**config.mk**
```make
export PLATFORM = sky130hd
export DESIGN_NAME = twbp_front
export DESIGN_NICKNAME = d
export VERILOG_FILES = /design/src/rtl/twbp_pkg.sv /design/src/rtl/twbp_front.sv
export SDC_FILE = /design/constraint.sdc
export NUM_CORES = 2
export LEC_CHECK = 0
export ABC_AREA = 0
export BUFFER_PORTS_ARGS = -buffer_cell sky130_fd_sc_hd__buf_2
export CAP_MARGIN = 20
export CORE_UTILIZATION = 45
export DETAILED_ROUTE_END_ITERATION = 8
export PLACE_DENSITY = 0.67
export SETUP_SLACK_MARGIN = 0.15
export SYNTH_ARGS = -nofsm -noshare
export SYNTH_HDL_FRONTEND = slang
export SYNTH_SLANG_ARGS = --single-unit
```
**constraint.sdc**
```tcl
create_clock -name i_clk -period 19.48 [get_ports i_clk]
set_clock_uncertainty 0.15 [all_clocks]
set_input_delay 3.896 -clock i_clk [delete_from_list [all_inputs] [get_ports i_clk]]
set_output_delay 3.896 -clock i_clk [all_outputs]
set_load 0.02 [all_outputs]
```
**src/rtl/twbp_pkg.sv**
```systemverilog
// Shared types and constants of the tolerance-window peak matcher.
package twbp_pkg;

    localparam logic [1:0] OP_LOAD  = 2'd0;
    localparam logic [1:0] OP_QUERY = 2'd1;
    localparam logic [1:0] OP_CLEAR = 2'd2;

    localparam logic [1:0] ST_OK    = 2'd0;
    localparam logic [1:0] ST_FULL  = 2'd1;
    localparam logic [1:0] ST_ORDER = 2'd2;

    localparam logic [1:0] CFG_WINDOW   = 2'd0;
    localparam logic [1:0] CFG_MZ_GAIN  = 2'd1;
    localparam logic [1:0] CFG_INT_GAIN = 2'd2;
    localparam logic [1:0] CFG_CEILING  = 2'd3;

    localparam int          LOG_W     = 13;
    localparam logic [2:0]  LAST_STEP = 3'd7;
    localparam logic [47:0] SCORE_MAX = 48'hFFFF_FFFF_FFFF;

    typedef struct packed {
        logic [1:0]       op;
        logic [31:0]      mz;
        logic [31:0]      inten;
        logic [LOG_W-1:0] lg;
    } t_item;

    typedef struct packed {
        logic [19:0] window;
        logic [31:0] mz_gain;
        logic [31:0] int_gain;
        logic [47:0] ceiling;
    } t_cfg;

    typedef struct packed {
        logic [1:0]  status;
        logic        found;
        logic [9:0]  index;
        logic [31:0] mz;
        logic [31:0] inten;
        logic [47:0] score;
        logic [10:0] count;
    } t_result;

    typedef enum logic [1:0] {F_IDLE, F_LOG, F_PUSH} t_front_state;

    typedef enum logic [3:0] {
        B_IDLE, B_DISPATCH, B_BCHK, B_BCMP, B_SREAD, B_SCHK, B_SQ,
        B_MH, B_ML, B_IT, B_SUM, B_CMP, B_NEXT, B_DONE
    } t_back_state;

endpackage

```
**src/rtl/twbp_front.sv**
```systemverilog
// Front end: takes transactions and computes the Q8 log2 of the intensity.
module twbp_front import twbp_pkg::*; (
    input  logic        i_clk,
    input  logic        i_rst_n,
    input  logic        i_in_valid,
    output logic        o_in_ready,
    input  logic [1:0]  i_operation,
    input  logic [31:0] i_peak_mz,
    input  logic [31:0] i_peak_intensity,
    output logic        o_push,
    output t_item       o_item,
    input  logic        i_full
);
    t_front_state r_state, n_state;
    t_item        r_item, n_item;
    logic [31:0]  r_m, n_m;
    logic [2:0]   r_step, n_step;
    logic [4:0]   lead_p;
    logic [63:0]  sq;
    logic [32:0]  sq_t;

    always_comb begin
        lead_p = 5'd0;
        for (int i = 0; i < 32; i++) begin
            if (i_peak_intensity[i]) begin
                lead_p = 5'(i);
            end
        end
    end

    assign sq   = 64'(r_m) * 64'(r_m);
    assign sq_t = sq[63:31];

    always_comb begin
        n_state    = r_state;
        n_item     = r_item;
        n_m        = r_m;
        n_step     = r_step;
        o_in_ready = 1'b0;
        o_push     = 1'b0;
        case (r_state)
            F_IDLE: begin
                o_in_ready = 1'b1;
                if (i_in_valid) begin
                    n_item.op    = i_operation;
                    n_item.mz    = i_peak_mz;
                    n_item.inten = i_peak_intensity;
                    n_item.lg    = {lead_p, 8'd0};
                    n_m          = i_peak_intensity << (5'd31 - lead_p);
                    n_step       = 3'd0;
                    if ((i_operation == OP_LOAD || i_operation == OP_QUERY) &&
                        i_peak_intensity != 32'd0) begin
                        n_state = F_LOG;
                    end else begin
                        n_item.lg = '0;
                        n_state   = F_PUSH;
                    end
                end
            end
            F_LOG: begin
                // one fraction bit per squaring
                n_item.lg[7:0] = {r_item.lg[6:0], sq_t[32]};
                n_m            = sq_t[32] ? sq_t[32:1] : sq_t[31:0];
                n_step         = r_step + 3'd1;
                if (r_step == LAST_STEP) begin
                    n_state = F_PUSH;
                end
            end
            F_PUSH: begin
                if (!i_full) begin
                    o_push  = 1'b1;
                    n_state = F_IDLE;
                end
            end
            default: n_state = F_IDLE;
        endcase
    end

    always_ff @(posedge i_clk) begin
        if (!i_rst_n) begin
            r_state <= F_IDLE;
        end else begin
            r_state <= n_state;
        end
        r_item <= n_item;
        r_m    <= n_m;
        r_step <= n_step;
    end

    assign o_item = r_item;
endmodule

```
==> results.cfg <==
[run_status]
status = complete, no violations

[critical_path]
r2r_cells = 21
worstSetupStartpointType = flop
endpoint_kind = flop
path_max_fanout = 17
r2r_start = r_m[28]
required_ps = 19580
rrSetupSlack_ps = 9900
cp_slowest_stage_delay_ps = 1070
cpMaxStageDelayCell = edfxtp_1
cp_common_cell = fa_1
timing.rr.end = r_m[24]
critPathArrivalTime_ps = 9690
cp_top_family = adder cells
crit_chain = inv_1, nor2_1, inv_1, fa_1, inv_1, fa_1, fa_1, fa_1, fa_1, fa_1, fa_1, ha_1, ha_1, nand2_1, nor4_1, o211ai_1, a211oi_1, a31oi_1, xnor2_1, mux2i_1, o221ai_1
worstSetupPathType = flop to flop
cp_num_buf_inv = 3

[synthesis]
synth_seq_area_share = 0.0990
synth_seq_cells = 116
async_reset_ff_frac = 0
avgSynthCellArea_um2 = 9.66
ys_types = 73
synth_area_leaders = fa_1 (45%), ha_1 (11%), inv_1 (11%), edfxtp_1 (9.8%), and2_1 (4.3%)
synthesis.area_um2 = 35000
synth_largest_area_cell = fa_1
synthFlopType = edfxtp_1
synth_top_area_share = 0.453
synth_cells = 3619
synth-edff-count = 114
syn_nets = 4780
yosysWarnings = 0

[floorplanning]
die_area_um2 = 78800
core-area_um2 = 76500
die_w_um = 281
initial_core_util = 0.457
io_pins = 151
num_rows = 101
die_h_um = 281

[cells_and_area]
antennaDiodeCount = 0
final_common_cell = inv_1
drive_above_1_share = 0.0713
final_cell_mix = inv_1 (988), fa_1 (791), nand2_1 (327)
area_delta_synth_final_pct = 6.80
layout.nets = 4851

[detailed_routing]
drtPass1Iterations = 5
drt_iter0_markers = 1611
num_vias = 24600
vias_per_cell = 5.19
drc = 0
wl_per_cell_um = 19.0
wirelength_mm = 89.7
drtAntennaViolNets = 0

[sta]
relSlewSlack = 0.266
post-route-period-util = 0.492
worstMarginPinSlew_ps = 1100
setup_viol_count_final = 0
slew_violations = 0
fmax_mhz = 104
hold_viol = 0
layout_min_cycle_time_ps = 9580
finalSetupTns_ps = 0
rsz0062_at_grt = no

[global_route]
grt_max_degree = 73
grt_pass1_vias = 26900
grt_usage = 0.239
antenna_found_initial = 1
grt.overflow.total = 0
grt_first_pass_wirelength_mm = 146

[worst_hold_path]
whs_path_depth = 1
whs_endpoint = o_item[2]
hold_path.class = flop to flop
min-delay-start = o_item[1]

[clocking]
clock_path_buffers = 2
cts.sinks = 116
clk_pin_slew_ps = 60
cts-resized-gates = 0
holdBufCountCts = 0
numCtsBuffers = 17
cts_tree = built
post-cts-setup-buffers = 0
htree_num_levels = 4
cts_root_buffer = clkbuf_16
insertion_delay_ps = 420

[placed_design]
gp_congestion = 0.973
place_hpwl_mm = 71.6
io_buffers = 150

[flow_run]
cap_violations = 0
cell type report:
class / count / area, um2
fill: 7073 / 39100
multi-input combinational: 2373 / 27200
inverter: 989 / 3710
sequential: 116 / 3460
tap: 1030 / 1290
timing repair buffer: 193 / 1070
clock buffer: 18 / 429
clock inverter: 14 / 151
through the flow:
stage	util	instances	instance area [um2]	worst slack, ps	hold slack (ps)
floorplan	-	3619	35000	11020	388
global placement	0.481	4701	36800	10190	379
detailed placement	0.481	4701	36800	10050	385
CTS	0.489	4733	37400	10040	396
global route	0.489	4733	37400	9450	420
finish	0.489	4733	37400	9900	394
routing by layer:
layer,up-vias,part of all wire,track usage
li1,11100,-,-
met1,12600,0.40,0.309
met2,782,0.51,0.423
met3,156,0.060,0.0287
met4,0,0.027,0.0647
met5,-,0,0
registers in the layout, indices dropped and copies added (netlist names):
| signal | cells |
|---|---|
| r_m | 32 |
| r_state | 2 |
| r_step | 3 |
| o_item | 79 |
worst max path at each step:
stage	cells past startpoint	slack, ps	endpoint	from
after floorplan	1	11020	o_push	i_full
after global placement	24	10190	r_m[18]	r_m[18]
after detailed placement	26	10050	r_m[18]	r_m[16]
after CTS	26	10040	r_m[18]	r_m[16]
after global routing	24	9450	r_m[18]	r_m[18]
final	21	9900	r_m[24]	r_m[28]
Yosys cell counts, drive strengths merged, types with 20 or more instances:
cell / n
nand2: 327
edfxtp: 114
nand4: 23
o211ai: 20
and2: 238
nor2: 108
xor2: 38
clkbuf: 122
xnor2: 35
o21ai: 53
ha: 300
fa: 791
a21oi: 86
inv: 988
a21o: 30
mux2i: 88
logic make-up after synthesis:
family,count (synthesis),synth area share
buf+inv,1130,0.123
fa+ha+maj,1091,0.560
simple gates,790,0.109
compound gates,324,0.0622
flops,116,0.0990
mux,95,0.0279
xor+xnor,73,0.0183
Power is not shown: default switching activity piles up to over one toggle a cycle in this logic, so the estimate is an artifact.
