<file path="src/rtl/twbp_pkg.sv">
// Shared types and constants of the tolerance-window peak matcher.
package twbp_pkg;

    localparam logic [1:0] OP_LOAD  = 2'd0;
    localparam logic [1:0] OP_QUERY = 2'd1;
    localparam logic [1:0] OP_CLEAR = 2'd2;

    localparam logic [1:0] ST_OK    = 2'd0;
    localparam logic [1:0] ST_FULL  = 2'd1;
    localparam logic [1:0] ST_ORDER = 2'd2;

    localparam logic [1:0] CFG_WINDOW   = 2'd0;
    localparam logic [1:0] CFG_MZ_GAIN  = 2'd1;
    localparam logic [1:0] CFG_INT_GAIN = 2'd2;
    localparam logic [1:0] CFG_CEILING  = 2'd3;

    localparam int          LOG_W     = 13;
    localparam logic [2:0]  LAST_STEP = 3'd7;
    localparam logic [47:0] SCORE_MAX = 48'hFFFF_FFFF_FFFF;

    typedef struct packed {
        logic [1:0]       op;
        logic [31:0]      mz;
        logic [31:0]      inten;
        logic [LOG_W-1:0] lg;
    } t_item;

    typedef struct packed {
        logic [19:0] window;
        logic [31:0] mz_gain;
        logic [31:0] int_gain;
        logic [47:0] ceiling;
    } t_cfg;

    typedef struct packed {
        logic [1:0]  status;
        logic        found;
        logic [9:0]  index;
        logic [31:0] mz;
        logic [31:0] inten;
        logic [47:0] score;
        logic [10:0] count;
    } t_result;

    typedef enum logic [1:0] {F_IDLE, F_LOG, F_PUSH} t_front_state;

    typedef enum logic [3:0] {
        B_IDLE, B_DISPATCH, B_BCHK, B_BCMP, B_SREAD, B_SCHK, B_SQ,
        B_MH, B_ML, B_IT, B_SUM, B_CMP, B_NEXT, B_DONE
    } t_back_state;

endpackage

</file>
<file path="src/rtl/twbp_fifo.sv">
// Two-entry queue between front and back.
module twbp_fifo import twbp_pkg::*; (
    input  logic  i_clk,
    input  logic  i_rst_n,
    input  logic  i_push,
    input  t_item i_item,
    input  logic  i_pop,
    output t_item o_item,
    output logic  o_full,
    output logic  o_empty
);
    t_item      r_mem [2];
    logic       r_wp, r_rp;
    logic [1:0] r_cnt;

    always_ff @(posedge i_clk) begin
        if (!i_rst_n) begin
            r_wp  <= 1'b0;
            r_rp  <= 1'b0;
            r_cnt <= 2'd0;
        end else begin
            if (i_push) begin
                r_wp <= ~r_wp;
            end
            if (i_pop) begin
                r_rp <= ~r_rp;
            end
            r_cnt <= r_cnt + 2'(i_push) - 2'(i_pop);
        end
        if (i_push) begin
            r_mem[r_wp] <= i_item;
        end
    end

    assign o_item  = r_mem[r_rp];
    assign o_full  = (r_cnt == 2'd2);
    assign o_empty = (r_cnt == 2'd0);
endmodule

</file>
<file path="config.mk">
export PLATFORM = sky130hd
export DESIGN_NAME = twbp_fifo
export DESIGN_NICKNAME = d
export VERILOG_FILES = /design/src/rtl/twbp_pkg.sv /design/src/rtl/twbp_fifo.sv
export SDC_FILE = /design/constraint.sdc
export NUM_CORES = 1
export LEC_CHECK = 0
export ABC_AREA = 1
export BUFFER_PORTS_ARGS = -buffer_cell sky130_fd_sc_hd__buf_2
export CELL_PAD_IN_SITES_DETAIL_PLACEMENT = 1
export CELL_PAD_IN_SITES_GLOBAL_PLACEMENT = 2
export CORE_MARGIN = 10
export CORE_UTILIZATION = 34
export DETAILED_ROUTE_END_ITERATION = 7
export PLACE_DENSITY_LB_ADDON = 0.2
export SLEW_MARGIN = 20
export SYNTH_ARGS = -nofsm -noshare
export SYNTH_HDL_FRONTEND = slang
export SYNTH_SLANG_ARGS = --single-unit
</file>
<file path="constraint.sdc">
create_clock -name i_clk -period 4.5 [get_ports i_clk]
set_input_delay 0.9 -clock i_clk [delete_from_list [all_inputs] [get_ports i_clk]]
set_output_delay 0.9 -clock i_clk [all_outputs]
set_load 0.01 [all_outputs]
</file>
==> run metrics, run 1 <==
Post-synth top cells=158 x edfxtp_1, 69 x mux2_2, 10 x mux2_4; xor/xnor share of the synthesized area=0%; Final period util=between 60 and 70%; Synth Area in Compound Gates=0.0840%; Placed Cells=between 600 and 700; # IOs=164; Root Driver=clkbuf_16; Worst R2R Start=r_wp; CTS sink cnt=163; Synth Warn #=0; Rows=48; Min-Delay Endpoint=r_rp; DRT Wirelength=13300 µm; largest area contributor in the netlist=edfxtp_1; PostCTS Resize Cnt=0; Syn Area/Cell=21.4 µm²; sequential power share=just over 50%; GRT Total Usage=around 11%; FF+latch count, synth=approximately 160; CTS tree=yes; Logic pwr share=9.1%; slowest stage delay, CP=0.74 ns; Remaining DRCs=0; startpoint types=flop; Hold Path Origin=r_rp; Worst-Margin Slew=around 0.93 ns; total CTS buffers=17; largest net degree at the start of global routing=53; Crit path depth=3; Vert. Die Dim=152 µm; WL per Instance=between 15 and 20 µm; layout cells sized above 1=59.8%; clk_skew=0.00925 ns; worst hold path class=flop to flop; sequential-to-total area share from yosys stat=81.3%; htree depth=4; Clk pin slew, worst setup/hold paths=0.06 ns; maxcap violations=0; mux cell area share after synthesis=15.6%; total buffers and inverters traversed by the critical path=2; syn_nets=364; DR iter-0 viols=124; Highest Clock Rate=roughly 0.33 GHz; FF-to-FF End=r_mem[0][29]; worst-case reg-to-reg path depth=2; leak pwr=0.00289 µW; Sw Ratio=between 20 and 25%; final hold violation count=0; worst reg-to-reg setup slack=2.68 ns; non-filler cells, final=695; Setup-failing EPs final=0; number of port buffers=163; Worst EP required=3.60 ns; post-synthesis cell area=0.00596 mm²; WS Path Type=flop to output port; gpl congestion=0.680; final setup margin=between 1 and 1.5 ns; initial core utilization=34.6%; slowest cell on the critical path=dfxtp_4; slew margin rel.=37.6%; top-count cell post-synth=edfxtp_1; Antenna diodes=0; setup TNS=0 ns; Placeable Area=0.0172 mm²; CP arrival=2.13 ns; PD cells=453 mW/mm²; DPL Wire Length=around 9100 µm; Max FO, Critical Path=41; Clk pwr share=roughly two fifths; hold buffers post-CTS=0; first-pass GRT wire length=20000 µm; number of post-CTS setup repair buffers=0; largest cells by area after synthesis=edfxtp_1 80%, mux2_2 13%, mux2_4 2.5%, dfxtp_1 1.7%, nor2_1 0.57%; unrepaired setup endpoints after global routing=no; placed cell area=0.00706 mm²; Vias=a little over 3000; Post-synth EDFFs=158; DR pass1 iterations=4; post-synthesis cell count=279; internal power=2690 µW; P&R area growth vs syn=27.8%; asr flop ratio synth=0%; ys flop type=edfxtp_1; fin crit period=3.03 ns; vias per cell=approximately 4.5; CP Capture Type=output port; fin. max-slew vios=0; Die Footprint=around 0.023 mm²; worst slack, placed=1.82 ns; Post-Synth Simple-Gate Area=1.15%; Chip Width=152 µm; Clock Path Buffers=2; post-route cell area=between 0.007 and 0.008 mm²; Synth Area in Adders=less than 1%; crit path cell chain=buf_4 -> mux2_2 -> buf_2; clock latency on the worst-skew pair=0.41 ns; worst vdd ir=between 0.2 and 0.25 mV; Overflow after GRT=0; initial antenna violation count=0; largest family of logic cells by synthesized area=multiplexers; Yosys cell types=12; Psw=around 760 µW; Final ANT Viol Nets=0; Top delay family on crit path=flip-flops; Net count, final=542; vias in the first global route=3423; status=finished, final reports clean; Synth top area share=about four fifths; Hold Crit Depth=2
-- metrics by stage --
step / hold WS [ns] / util [%] / power [µW]
2_1_floorplan: 0.463 / - / 1990
3_3_place_gp: 0.478 / 40.9 / 2130
3_5_place_dp: 0.499 / 40.9 / 2140
4_1_cts: 0.516 / 44.2 / 3510
5_1_grt: 0.553 / 44.2 / 3610
6_report: 0.506 / 44.2 / 3450
-- layout by cell type, fill, tap and decap left out, types with 2 or more instances in the layout --
| cell type | count |
|---|---|
| mux2_4 | 10 |
| buf_4 | 4 |
| dfxtp_1 | 4 |
| mux2_2 | 69 |
| clkbuf_16 | 17 |
| inv_1 | 6 |
| buf_2 | 163 |
| ha_1 | 2 |
| nor2_1 | 8 |
| edfxtp_1 | 158 |
| clkbuf_8 | 2 |
| nand2_1 | 8 |
| clkinv_4 | 2 |
| clkinv_2 | 5 |
| clkinvlp_4 | 4 |
-- state kept, by name (all words and copies together), names as in the netlist, named ones only --
signal and cells:
r_rp 1, r_wp 1, r_mem 158, r_cnt 2
-- cell families after synthesis --
family          count (synthesis)
simple gates                   18
flops                         163
fa+ha+maj                       2
mux                            79
buf+inv                        16
compound gates                  1
-- routing by layer --
metal / vias up / global-route usage, % / wire (µm)
met5: - / 0 / 0
met4: 0 / 3.85 / 72
met3: 6 / 4.83 / 982
met2: 104 / 18.7 / 6720
met1: 1548 / 12.7 / 5500
li1: 1441 / - / -
-- area by class of cell --
| cell class | instances | area [µm²] |
|---|---|---|
| Inverter | 7 | 27.5 |
| Sequential cell | 163 | 4850 |
| Tap cell | 225 | 282 |
| Clock inverter | 12 | 106 |
| Multi-Input combinational cell | 100 | 1030 |
| Clock buffer | 20 | 457 |
| Fill cell | 1686 | 9620 |
| Timing Repair Buffer | 168 | 866 |
-- power by group through the flow --
| stage | Clock (µW) | Combinational (µW) | Sequential, µW |
|---|---|---|---|
| floorplan | 0 | 181 | 1810 |
| global placement | 0 | 317 | 1820 |
| detailed placement | 0 | 323 | 1820 |
| CTS | 1400 | 325 | 1790 |
| global route | 1470 | 346 | 1790 |
| finish | 1350 | 314 | 1790 |
-- worst max-delay path by stage --
stage,from,end,slack [ns]
finish,flop,o_item[16],1.47
global route,flop,o_item[16],1.31
CTS,flop,o_item[16],1.37
detailed placement,flop,o_item[16],1.82
global placement,flop,o_item[16],1.83
floorplan,i_push,r_mem[0][0],1.10
-- worst reg2reg max path, stage by stage (launching register included) --
cell	delay (ns)
dfxtp_1	0.34
nor2_4	0.74
buf_12	0.40
No activity file was read; power rests on OpenSTA's default activity.
==> run 2, diff against run 1 <==
CORE_UTILIZATION = 38   (was 34)
clock period = 3 ns   (was 4.5 ns; I/O delays follow)
==> run metrics, run 2 (synthesized netlist as in run 1, its figures left out) <==
commonest non-fill, non-tap cell in the layout=buf_2 (unchanged); clock latency on the worst-skew pair=0.42 ns (was 0.41 ns); Placeable Area=0.0153 mm² (was 0.0172 mm²); WS Path Type=flop to output port (unchanged); initial core utilization=38.9% (was 34.6%); gpl congestion=0.685 (was 0.680); final hold violation count=0 (unchanged); Vias=3107 (was 3099); crit path cell chain=buf_4 -> mux2_2 -> buf_2 (unchanged); vias in the first global route=3613 (was 3423); Clock Path Buffers=2 (unchanged); Die Footprint=0.0211 mm² (was 0.0232 mm²); final design utilization=49.5% (was 44.2%); vias per cell=4.56 (was 4.46); Min-Delay Endpoint=r_mem[0][74] (was r_rp); Max FO, Critical Path=33 (was 41); total buffers and inverters traversed by the critical path=2 (unchanged); fin crit period=2.33 ns; largest registers=r_mem x158, r_cnt x2 (unchanged); maxcap violations=0 (unchanged); worst reg-to-reg setup slack=1.40 ns (was 2.68 ns); number of port buffers=163 (unchanged); Chip Width=145 µm (was 152 µm); worst-case reg-to-reg path depth=3 (was 2); hold buffers post-CTS=0 (unchanged); CTS tree=yes (unchanged); PostCTS Resize Cnt=0 (unchanged); status=finished, final reports clean (unchanged); Largest register FFs=158 (unchanged); first-pass GRT wire length=20200 µm (was 20000 µm); worst vdd ir=0.363 mV (was 0.235 mV); Vert. Die Dim=145 µm (was 152 µm); slowest cell on the critical path=mux2_2 (was dfxtp_4); initial antenna violation count=0 (unchanged); Clk pin slew, worst setup/hold paths=0.06 ns (about the same); CTS sink cnt=163 (unchanged); # IOs=164 (unchanged); Worst EP required=2.40 ns (was 3.60 ns); clk_skew=0.00826 ns (was 0.00925 ns); Final period util=77.5%; DR pass1 iterations=4 (unchanged); DPL Wire Length=8990 µm (was 9080 µm); Sw Ratio=21.7% (was 22.0%); Overflow after GRT=0 (unchanged); layout cells sized above 1=59.0% (was 59.8%); Rows=45 (was 48); Antenna diodes=0 (unchanged); Root Driver=clkbuf_16 (unchanged); WL per Instance=18.8 µm (was 19.1 µm); GRT Total Usage=12.3% (was 11.2%); Logic pwr share=9.7% (was 9.1%); Worst R2R Start=r_wp (unchanged); post-route cell area=0.00759 mm² (was 0.00762 mm²); Hold WS=0.369 ns (was 0.506 ns); Worst-Margin Slew=0.612 ns (was 0.934 ns); PD cells=671 mW/mm² (was 453 mW/mm²); Top delay family on crit path=buffers and inverters (was flip-flops); Biggest register=r_mem (unchanged); placed cell area=0.00706 mm² (about the same); Psw=1110 µW (was 760 µW); largest net degree at the start of global routing=47 (was 53); Remaining DRCs=0 (unchanged); P&R area growth vs syn=27.3% (was 27.8%); total CTS buffers=17 (unchanged); unrepaired setup endpoints after global routing=no (unchanged); Highest Clock Rate=0.430 GHz; DRT Wirelength=12800 µm (was 13300 µm); Hold Path Origin=i_item[74] (was r_rp); startpoint types=flop (unchanged); sequential power share=52.3% (was 51.7%); CP arrival=1.73 ns (was 2.13 ns); internal power=3990 µW (was 2690 µW); setup TNS=0 ns (unchanged); htree depth=4 (unchanged); number of post-CTS setup repair buffers=0 (unchanged); slowest stage delay, CP=0.40 ns (was 0.74 ns); fin. max-slew vios=0 (unchanged); DR iter-0 viols=144 (was 124); Setup-failing EPs final=0 (unchanged); Final ANT Viol Nets=0 (unchanged); most frequent cells in the layout=163 x buf_2, 158 x edfxtp_1, 69 x mux2_2 (unchanged); CP Capture Type=output port (unchanged); leak pwr=0.00289 µW (about the same); Clk pwr share=38.0% (was 39.2%); worst hold path class=input pin to flop (was flop to flop); FF-to-FF End=r_mem[1][33] (was r_mem[0][29]); slew margin rel.=59.2% (was 37.6%); Hold Crit Depth=1 (was 2); Fillers=1485 (was 1686); Net count, final=543 (was 542)
[run 2: cell count changes in the layout (fill, tap and decap cells not counted), sizes merged]
cell	change
inv	-1
clkinv	+3
buf	+1
clkinvlp	-2
[run 2: cell type report]
type                            instances  area, µm²  area share (%)
Sequential cell                       163       4850            63.9
Multi-Input combinational cell        100       1030            13.6
Timing Repair Buffer                  169        886            11.7
Clock buffer                           20        437            5.76
Tap cell                              211        264            3.48
Clock inverter                         12       91.3            1.20
Inverter                                7       27.5           0.363
[run 2: per-layer routing]
metal / track usage [%] / wire (µm) / up-vias
met4: 5.31 / 184 / 0
met1: 14.3 / 5510 / 1540
met5: 0 / 0 / -
li1: - / - / 1442
met2: 20.0 / 6340 / 108
met3: 4.69 / 812 / 17
[run 2: worst max path at each step]
| stage | startpoint | endpoint | slack (ns) | cells past startpoint |
|---|---|---|---|---|
| final | flop | o_item[24] | 0.67 | 3 |
| after global routing | flop | o_item[24] | 0.57 | 3 |
| after CTS | flop | o_item[24] | 0.61 | 3 |
| after detailed placement | i_push | r_mem[1][51] | 0.97 | 4 |
| after global placement | i_push | r_mem[1][37] | 1.01 | 4 |
| after floorplan | i_push | r_mem[1][0] | 0.36 | 2 |
[run 2: stage by stage]
stage / total power (µW) / instances / setup WS [ns]
2_1_floorplan: 2980 / 279 / 0.362
3_3_place_gp: 3200 / 650 / 1.01
3_5_place_dp: 3220 / 650 / 0.972
4_1_cts: 5180 / 682 / 0.609
5_1_grt: 5320 / 682 / 0.568
6_report: 5090 / 682 / 0.675
[run 2: worst register-to-register path, stage by stage (launching register included)]
cell and delay, ns:
dfxtp_1 0.40, nand2_1 0.11, clkinv_2 0.41, buf_4 0.36
[run 2: power groups by stage]
stage / logic [µW] / clock network [µW] / registers, µW
after floorplan: 272 / 0 / 2710
after global placement: 497 / 0 / 2710
after detailed placement: 506 / 0 / 2710
after CTS: 509 / 2010 / 2670
after global routing: 545 / 2100 / 2670
final: 492 / 1940 / 2660
